**src/rtl/lfu_pkg.sv**
```systemverilog
// Shared types and constants for the LFU cache policy block.
// No dependencies; imported by lfu_scan and lfu_cache_policy.
`default_nettype none

package lfu_pkg;

	localparam int DATA_W = 32;
	localparam int CAP_W  = 5;

	// action codes
	localparam logic ACT_GET = 1'b0;
	localparam logic ACT_PUT = 1'b1;

	localparam logic [DATA_W-1:0] WORD_MAX       = {DATA_W{1'b1}};
	localparam logic [DATA_W-1:0] GET_MISS_VALUE = {DATA_W{1'b1}};
	localparam logic [DATA_W-1:0] FIRST_COUNT    = {{(DATA_W-1){1'b0}}, 1'b1};
	localparam logic [CAP_W-1:0]  CAP_RESET      = CAP_W'(16);

	// one slot as held in the slot memory
	typedef struct packed {
		logic [DATA_W-1:0] key;
		logic [DATA_W-1:0] value;
		logic [DATA_W-1:0] use_count;
		logic [DATA_W-1:0] order_stamp;
	} lfu_entry_t;

	// outcome of one pass over the occupied slots
	typedef struct packed {
		logic       match_found;
		lfu_entry_t match_entry;
		lfu_entry_t victim_entry;
	} lfu_scan_t;

	// saturating increment of a count or stamp
	function automatic logic [DATA_W-1:0] sat_inc(input logic [DATA_W-1:0] v);
		sat_inc = (v != WORD_MAX) ? v + FIRST_COUNT : v;
	endfunction

endpackage

`default_nettype wire

```
**src/rtl/lfu_ram.sv**
```systemverilog
// Generic single-port-write, single-port-read RAM with registered read data.
// No dependencies.
`default_nettype none

module lfu_ram #(
	parameter int WIDTH = 32,
	parameter int DEPTH = 16,
	localparam int ADDR_W = (DEPTH > 1) ? $clog2(DEPTH) : 1
) (
	input  wire logic              clk,
	input  wire logic              wr_en,
	input  wire logic [ADDR_W-1:0] wr_addr,
	input  wire logic [WIDTH-1:0]  wr_data,
	input  wire logic [ADDR_W-1:0] rd_addr,
	output logic      [WIDTH-1:0]  rd_data
);

	logic [WIDTH-1:0] mem_q [DEPTH];

	// write port
	always_ff @(posedge clk) begin
		if (wr_en) begin
			mem_q[wr_addr] <= wr_data;
		end
	end

	// registered read port
	always_ff @(posedge clk) begin
		rd_data <= mem_q[rd_addr];
	end

endmodule

`default_nettype wire

```
**src/rtl/lfu_scan.sv**
```systemverilog
// Scan unit: walks the slot memory read stream, finds the first key match
// and the least-used, oldest slot. Depends on lfu_pkg.
`default_nettype none

module lfu_scan #(
	parameter int ENTRIES = 16,
	localparam int IDX_W = (ENTRIES > 1) ? $clog2(ENTRIES) : 1
) (
	input  wire logic                       clk,
	input  wire logic                       arst_n,
	input  wire logic                       clear,
	input  wire logic                       rd_valid,
	input  wire logic [IDX_W-1:0]           rd_index,
	input  wire lfu_pkg::lfu_entry_t        rd_entry,
	input  wire logic [lfu_pkg::DATA_W-1:0] key,
	output lfu_pkg::lfu_scan_t              result,
	output logic      [IDX_W-1:0]           match_index,
	output logic      [IDX_W-1:0]           victim_index
);

	import lfu_pkg::*;

	logic       match_found_q;
	logic       have_victim_q;
	lfu_entry_t match_entry_q;
	lfu_entry_t victim_entry_q;
	logic [IDX_W-1:0] match_index_q;
	logic [IDX_W-1:0] victim_index_q;
	logic       key_eq;
	logic       lower;

	assign key_eq = (rd_entry.key == key);
	// lower count wins; equal counts go to the older stamp; full tie keeps earlier slot
	assign lower  = {rd_entry.use_count, rd_entry.order_stamp}
		< {victim_entry_q.use_count, victim_entry_q.order_stamp};

	// control flags
	always_ff @(posedge clk or negedge arst_n) begin
		if (!arst_n) begin
			match_found_q <= 1'b0;
			have_victim_q <= 1'b0;
		end else if (clear) begin
			match_found_q <= 1'b0;
			have_victim_q <= 1'b0;
		end else if (rd_valid) begin
			if (key_eq) begin
				match_found_q <= 1'b1;
			end
			have_victim_q <= 1'b1;
		end
	end

	// captured slots
	always_ff @(posedge clk) begin
		if (!clear && rd_valid) begin
			if (!match_found_q && key_eq) begin
				match_entry_q <= rd_entry;
				match_index_q <= rd_index;
			end
			if (!have_victim_q || lower) begin
				victim_entry_q <= rd_entry;
				victim_index_q <= rd_index;
			end
		end
	end

	assign result.match_found  = match_found_q;
	assign result.match_entry  = match_entry_q;
	assign result.victim_entry = victim_entry_q;
	assign match_index  = match_index_q;
	assign victim_index = victim_index_q;

endmodule

`default_nettype wire

```
**src/rtl/lfu_cache_policy.sv**
```systemverilog
// Key-value cache with least-frequently-used replacement (oldest-first on ties).
// Each item is a get or a put and gives one result item. Slots are held in one
// synchronous memory and are filled from slot 0 upwards, so the occupied slots
// are always the first fill-count entries. An item is accepted, then each
// occupied slot is read from the memory in turn, then the item's write-back
// and result take place. The single read port of the slot memory makes the
// scan read the slots one after another. A new item is taken while a finished
// result still waits on the output. No clearing pass is needed after reset.
// A capacity above ENTRIES counts as ENTRIES.
// Depends on lfu_pkg, lfu_ram and lfu_scan.
`default_nettype none

module lfu_cache_policy #(
	parameter int ENTRIES = 16
) (
	input  wire logic                              clk,
	input  wire logic                              arst_n,
	// configuration
	input  wire logic                              cfg_wr_en,
	input  wire logic [lfu_pkg::CAP_W-1:0]         cfg_wr_data,
	// input channel
	input  wire logic                              in_valid,
	output logic                                   in_stall,
	input  wire logic                              action,
	input  wire logic signed [lfu_pkg::DATA_W-1:0] lookup_key,
	input  wire logic signed [lfu_pkg::DATA_W-1:0] write_value,
	// output channel
	output logic                                   out_valid,
	input  wire logic                              out_stall,
	output logic                                   hit,
	output logic signed [lfu_pkg::DATA_W-1:0]      read_value,
	output logic                                   evicted,
	output logic signed [lfu_pkg::DATA_W-1:0]      evicted_key,
	output logic                                   dropped
);

	import lfu_pkg::*;

	localparam int IDX_W = (ENTRIES > 1) ? $clog2(ENTRIES) : 1;
	localparam int CNT_W = $clog2(ENTRIES + 1);
	localparam int CMP_W = (CNT_W > CAP_W) ? CNT_W : CAP_W;
	localparam int ENT_W = $bits(lfu_entry_t);
	localparam logic [CNT_W-1:0] FULL_COUNT = CNT_W'(ENTRIES);
	localparam logic [CNT_W-1:0] CNT_ONE    = CNT_W'(1);

	// sequencer states
	localparam logic [1:0] ST_IDLE = 2'd0;
	localparam logic [1:0] ST_SCAN = 2'd1;
	localparam logic [1:0] ST_DONE = 2'd2;

	logic [1:0]        state_q;
	logic              action_q;
	logic [DATA_W-1:0] key_q;
	logic [DATA_W-1:0] value_q;
	logic [CAP_W-1:0]  capacity_q;
	logic [CNT_W-1:0]  fill_q;
	logic [CNT_W-1:0]  idx_q;
	logic [DATA_W-1:0] order_q;
	logic              rd_pending_s1;
	logic [IDX_W-1:0]  rd_index_s1;

	logic              out_valid_q;
	logic              hit_q;
	logic [DATA_W-1:0] read_value_q;
	logic              evicted_q;
	logic [DATA_W-1:0] evicted_key_q;
	logic              dropped_q;

	logic              accept;
	logic              out_free;
	logic              finish;
	logic              scan_clear;
	logic              rd_issue;
	lfu_entry_t        rd_entry;
	lfu_scan_t         scan;
	logic [IDX_W-1:0]  match_index;
	logic [IDX_W-1:0]  victim_index;

	// decision
	logic              wr_en;
	logic [IDX_W-1:0]  wr_addr;
	lfu_entry_t        wr_entry;
	logic              take_stamp;
	logic              fill_inc;
	logic              res_hit;
	logic [DATA_W-1:0] res_read;
	logic              res_evict;
	logic [DATA_W-1:0] res_evict_key;
	logic              res_drop;
	logic              full;

	assign accept     = in_valid && !in_stall;
	assign in_stall   = (state_q != ST_IDLE);
	assign out_free   = !out_valid_q || !out_stall;
	assign finish     = (state_q == ST_DONE) && out_free;
	assign scan_clear = accept;
	assign rd_issue   = (state_q == ST_SCAN) && (idx_q < fill_q);

	// capacity register
	always_ff @(posedge clk or negedge arst_n) begin
		if (!arst_n) begin
			capacity_q <= CAP_RESET;
		end else if (cfg_wr_en) begin
			capacity_q <= cfg_wr_data;
		end
	end

	// slot memory
	lfu_ram #(
		.WIDTH(ENT_W),
		.DEPTH(ENTRIES)
	) u_slots (
		.clk     (clk),
		.wr_en   (wr_en),
		.wr_addr (wr_addr),
		.wr_data (wr_entry),
		.rd_addr (idx_q[IDX_W-1:0]),
		.rd_data (rd_entry)
	);

	// match and victim search
	lfu_scan #(
		.ENTRIES(ENTRIES)
	) u_scan (
		.clk          (clk),
		.arst_n       (arst_n),
		.clear        (scan_clear),
		.rd_valid     (rd_pending_s1),
		.rd_index     (rd_index_s1),
		.rd_entry     (rd_entry),
		.key          (key_q),
		.result       (scan),
		.match_index  (match_index),
		.victim_index (victim_index)
	);

	// the cache is full at the effective capacity, min(capacity, ENTRIES)
	assign full = (CMP_W'(fill_q) >= CMP_W'(capacity_q)) || (fill_q == FULL_COUNT);

	// outcome and write-back of the item
	always_comb begin
		wr_en         = 1'b0;
		wr_addr       = match_index;
		wr_entry      = scan.match_entry;
		take_stamp    = 1'b0;
		fill_inc      = 1'b0;
		res_hit       = scan.match_found;
		res_read      = '0;
		res_evict     = 1'b0;
		res_evict_key = '0;
		res_drop      = 1'b0;
		wr_entry.use_count   = sat_inc(scan.match_entry.use_count);
		wr_entry.order_stamp = order_q;
		if (scan.match_found) begin
			wr_en      = 1'b1;
			take_stamp = 1'b1;
			if (action_q == ACT_GET) begin
				res_read = scan.match_entry.value;
			end else begin
				wr_entry.value = value_q;
			end
		end else if (action_q == ACT_GET) begin
			res_read = GET_MISS_VALUE;
		end else if (capacity_q == '0) begin
			res_drop = 1'b1;
		end else begin
			wr_en                = 1'b1;
			take_stamp           = 1'b1;
			wr_entry.key         = key_q;
			wr_entry.value       = value_q;
			wr_entry.use_count   = FIRST_COUNT;
			wr_entry.order_stamp = order_q;
			if (full && (fill_q != '0)) begin
				res_evict     = 1'b1;
				res_evict_key = scan.victim_entry.key;
				wr_addr       = victim_index;
			end else begin
				wr_addr  = fill_q[IDX_W-1:0];
				fill_inc = 1'b1;
			end
		end
		wr_en = wr_en && finish;
	end

	// sequencer and control state
	always_ff @(posedge clk or negedge arst_n) begin
		if (!arst_n) begin
			state_q       <= ST_IDLE;
			idx_q         <= '0;
			fill_q        <= '0;
			order_q       <= '0;
			rd_pending_s1 <= 1'b0;
		end else begin
			case (state_q)
				ST_IDLE: begin
					rd_pending_s1 <= 1'b0;
					if (accept) begin
						idx_q   <= '0;
						state_q <= ST_SCAN;
					end
				end
				ST_SCAN: begin
					rd_pending_s1 <= rd_issue;
					if (rd_issue) begin
						idx_q <= idx_q + CNT_ONE;
					end else if (!rd_pending_s1) begin
						state_q <= ST_DONE;
					end
				end
				ST_DONE: begin
					rd_pending_s1 <= 1'b0;
					if (finish) begin
						state_q <= ST_IDLE;
						if (take_stamp) begin
							order_q <= sat_inc(order_q);
						end
						if (fill_inc) begin
							fill_q <= fill_q + CNT_ONE;
						end
					end
				end
				default: begin
					state_q       <= ST_IDLE;
					rd_pending_s1 <= 1'b0;
				end
			endcase
		end
	end

	// item capture and read index pipeline
	always_ff @(posedge clk) begin
		if (accept) begin
			action_q <= action;
			key_q    <= lookup_key;
			value_q  <= write_value;
		end
		rd_index_s1 <= idx_q[IDX_W-1:0];
	end

	// output register
	always_ff @(posedge clk or negedge arst_n) begin
		if (!arst_n) begin
			out_valid_q <= 1'b0;
		end else if (finish) begin
			out_valid_q <= 1'b1;
		end else if (!out_stall) begin
			out_valid_q <= 1'b0;
		end
	end

	always_ff @(posedge clk) begin
		if (finish) begin
			hit_q         <= res_hit;
			read_value_q  <= res_read;
			evicted_q     <= res_evict;
			evicted_key_q <= res_evict_key;
			dropped_q     <= res_drop;
		end
	end

	assign out_valid   = out_valid_q;
	assign hit         = hit_q;
	assign read_value  = read_value_q;
	assign evicted     = evicted_q;
	assign evicted_key = evicted_key_q;
	assign dropped     = dropped_q;

endmodule

`default_nettype wire
```
**config.mk**
```make
export PLATFORM = sky130hd
export DESIGN_NAME = lfu_cache_policy
export DESIGN_NICKNAME = d
export VERILOG_FILES = /design/src/rtl/lfu_pkg.sv /design/src/rtl/lfu_ram.sv /design/src/rtl/lfu_scan.sv /design/src/rtl/lfu_cache_policy.sv
export SDC_FILE = /design/constraint.sdc
export NUM_CORES = 2
export LEC_CHECK = 0
export BUFFER_PORTS_ARGS = -buffer_cell sky130_fd_sc_hd__buf_2
export CORE_MARGIN = 2
export CORE_UTILIZATION = 30
export CTS_CLUSTER_DIAMETER = 200
export CTS_CLUSTER_SIZE = 12
export DETAILED_ROUTE_END_ITERATION = 10
export PLACE_DENSITY = 0.49
export SLEW_MARGIN = 20
export SYNTH_ARGS = -nofsm -noshare
export SYNTH_HDL_FRONTEND = slang
export SYNTH_HIERARCHICAL = 1
export SYNTH_SLANG_ARGS = --single-unit
export TNS_END_PERCENT = 30
```
**constraint.sdc**
```tcl
create_clock -name clk -period 22.1 [get_ports clk]
set_input_delay 2.21 -clock clk [delete_from_list [all_inputs] [get_ports clk]]
set_output_delay 2.21 -clock clk [all_outputs]
set_load 0.02 [all_outputs]
```
==> impl_metrics.ini <==
[outcome]
status = finished, final reports clean

[final_layout]
final_cell_mix = edfxtp_1, mux4_2, nand2_1
area_delta_synth_final_pct = 13.6
nets = 5098
layout_commonest_cell = edfxtp_1
drive_above_1_share_pct = 20.9

[critical_path]
required_ns = 22.63
cp-start-kind = input port
path_max_fanout = 44
critPathKind = input port to flop
end_kind = flop
cp.arrival_ns = 7.36

[floorplan]
die_h_um = 571
die-area_sq_um = 326000
start_util_pct = 30.1
rows = 208
fp.dieW_um = 571
coreArea_sq_um = 321000
pin_count = 144

[clock_network]
clock_path_buffers = 4
clkTransAtPathRegs_ns = 0.06
cts_resized = 0
holdBufCountCts = 0
cts_tree = done
htreeDepth = 4
clock_sinks = 2565
clk_latency_ns = 0.92
numCtsBuffers = 239
root_buffer = clkbuf_16
cts_setup_buffers = 0

[timing]
slew_viol_final = 0
clock_skew_ns = 0.0835
period_share_pct = 30.9
final_hold_viol_count = 0
period_minus_slack_ns = 6.82
setup_viol = 0
tns_ns = 0
rsz0062_at_grt = no
slew_headroom_pct = 17.9
tightest_slew_ns = 1.23
layout_setup_ws_ns = 15.28
max_freq_mhz = 147
hold-worst-slack_ns = 0.403

[drt]
drc = 0
num_vias = 46100
wl_um = 248000
routedWlPerCell_um = 26.2
drtPass1Iterations = 5
initialDrtViolationCount = 4377
viasPerCell = 4.87
ant_nets = 0

[global_routing]
track_usage_pct = 15.0
grt_pass1_vias = 48200
grt_pass1_wl_um = 357000
grt_antenna_before_repair = 24
overflow = 0
grt_max_degree = 133

[pwr]
p_leak_nw = 35.0
finalPower_mw = 12.3
ir_drop_v = 0.0000910
power.density_nw_per_um2 = 112

[placed_design]
dp_hpwl_um = 133000
pre_cts_ws_ns = 14.28
port_buffers = 143
globalplace.congestion = 0.747

[synthesis]
yosys_warnings = 6
netlist_area_sq_um = 96500
syn_nets = 4828
syn-mean-instance-area_sq_um = 20.6
syn_inst = 4676

[hold_path]
hold_path_class = flop to flop

[job]
drv_cap = 0
worst max-delay path: stages:
cell and delay [ns]:
buf_2 0.13, nand2_1 0.13, nor3b_1 0.31, nand2_1 0.44
inv_1 0.54, nand3b_1 0.42, nor2_4 0.79, buf_4 0.71
buf_4 0.85, buf_4 0.61
path summary, 6_finish.rpt:
| path | startpoint | end | slack, ns | cells past startpoint |
|---|---|---|---|---|
| setup / recovery | out_stall | u_slots/mem_q[7][62]$_DFFE_PP_ | 15.28 | 10 |
| hold / removal | u_slots/rd_data[70]$_DFF_P_ | u_scan/result[198]$_DFFE_PP_ | 0.40 | 0 |
| setup reg to reg | fill_q[1]$_DFFE_PN0P_ | u_slots/mem_q[7][62]$_DFFE_PP_ | 15.33 | 13 |
| hold reg to reg | u_slots/rd_data[70]$_DFF_P_ | u_scan/result[198]$_DFFE_PP_ | 0.40 | 0 |
| max in group asynchronous | arst_n | idx_q[1]$_DFFE_PN0P_ | 19.99 | 2 |
| min in group asynchronous | arst_n | u_scan/match_found_q$_DFFE_PN0P_ | 1.49 | 2 |
metrics by stage:
stage | utilization, % | cell area [sq um] | std cells
floorplan | - | 96500 | 4676
global placement | 32.0 | 103000 | 9008
detailed placement | 32.0 | 103000 | 9009
CTS | 34.2 | 110000 | 9448
global route | 34.2 | 110000 | 9460
finish | 34.2 | 110000 | 9463
routing by layer:
| layer | vias to the layer above | wire, um | global-route usage (%) |
|---|---|---|---|
| met5 | - | 0 | 0 |
| met4 | 0 | 4330 | 3.43 |
| met3 | 288 | 10800 | 1.70 |
| met2 | 1096 | 122000 | 25.3 |
| met1 | 25100 | 111000 | 20.9 |
| li1 | 19700 | - | - |
final cells by class:
cell class / instances / area (sq um)
inverter: 122 / 463
multi-input combinational: 1773 / 19800
antenna: 14 / 35.0
sequential: 2565 / 75500
clock inverter: 9 / 180
clock buffer: 430 / 6700
tap: 4305 / 5390
timing repair buffer: 245 / 1660
fill: 30200 / 211000
flip-flops by register name, summed over array words and instances (netlist names), 32 cells and up:
register / cells
u_slots/mem_q: 2048
u_scan/result: 192
u_slots/rd_data: 128
evicted_key: 32
key_q: 32
order_q: 32
read_value: 32
value_q: 32
power breakdown:
part           leakage (nW)  internal (mW)  switching, mW  total [mW]
clock network          3.25           2.03           1.75        3.79
logic                  8.06          0.939           1.49        2.43
registers              23.7           5.85          0.235        6.09
Note: power is estimated with default switching activity, not from simulation.
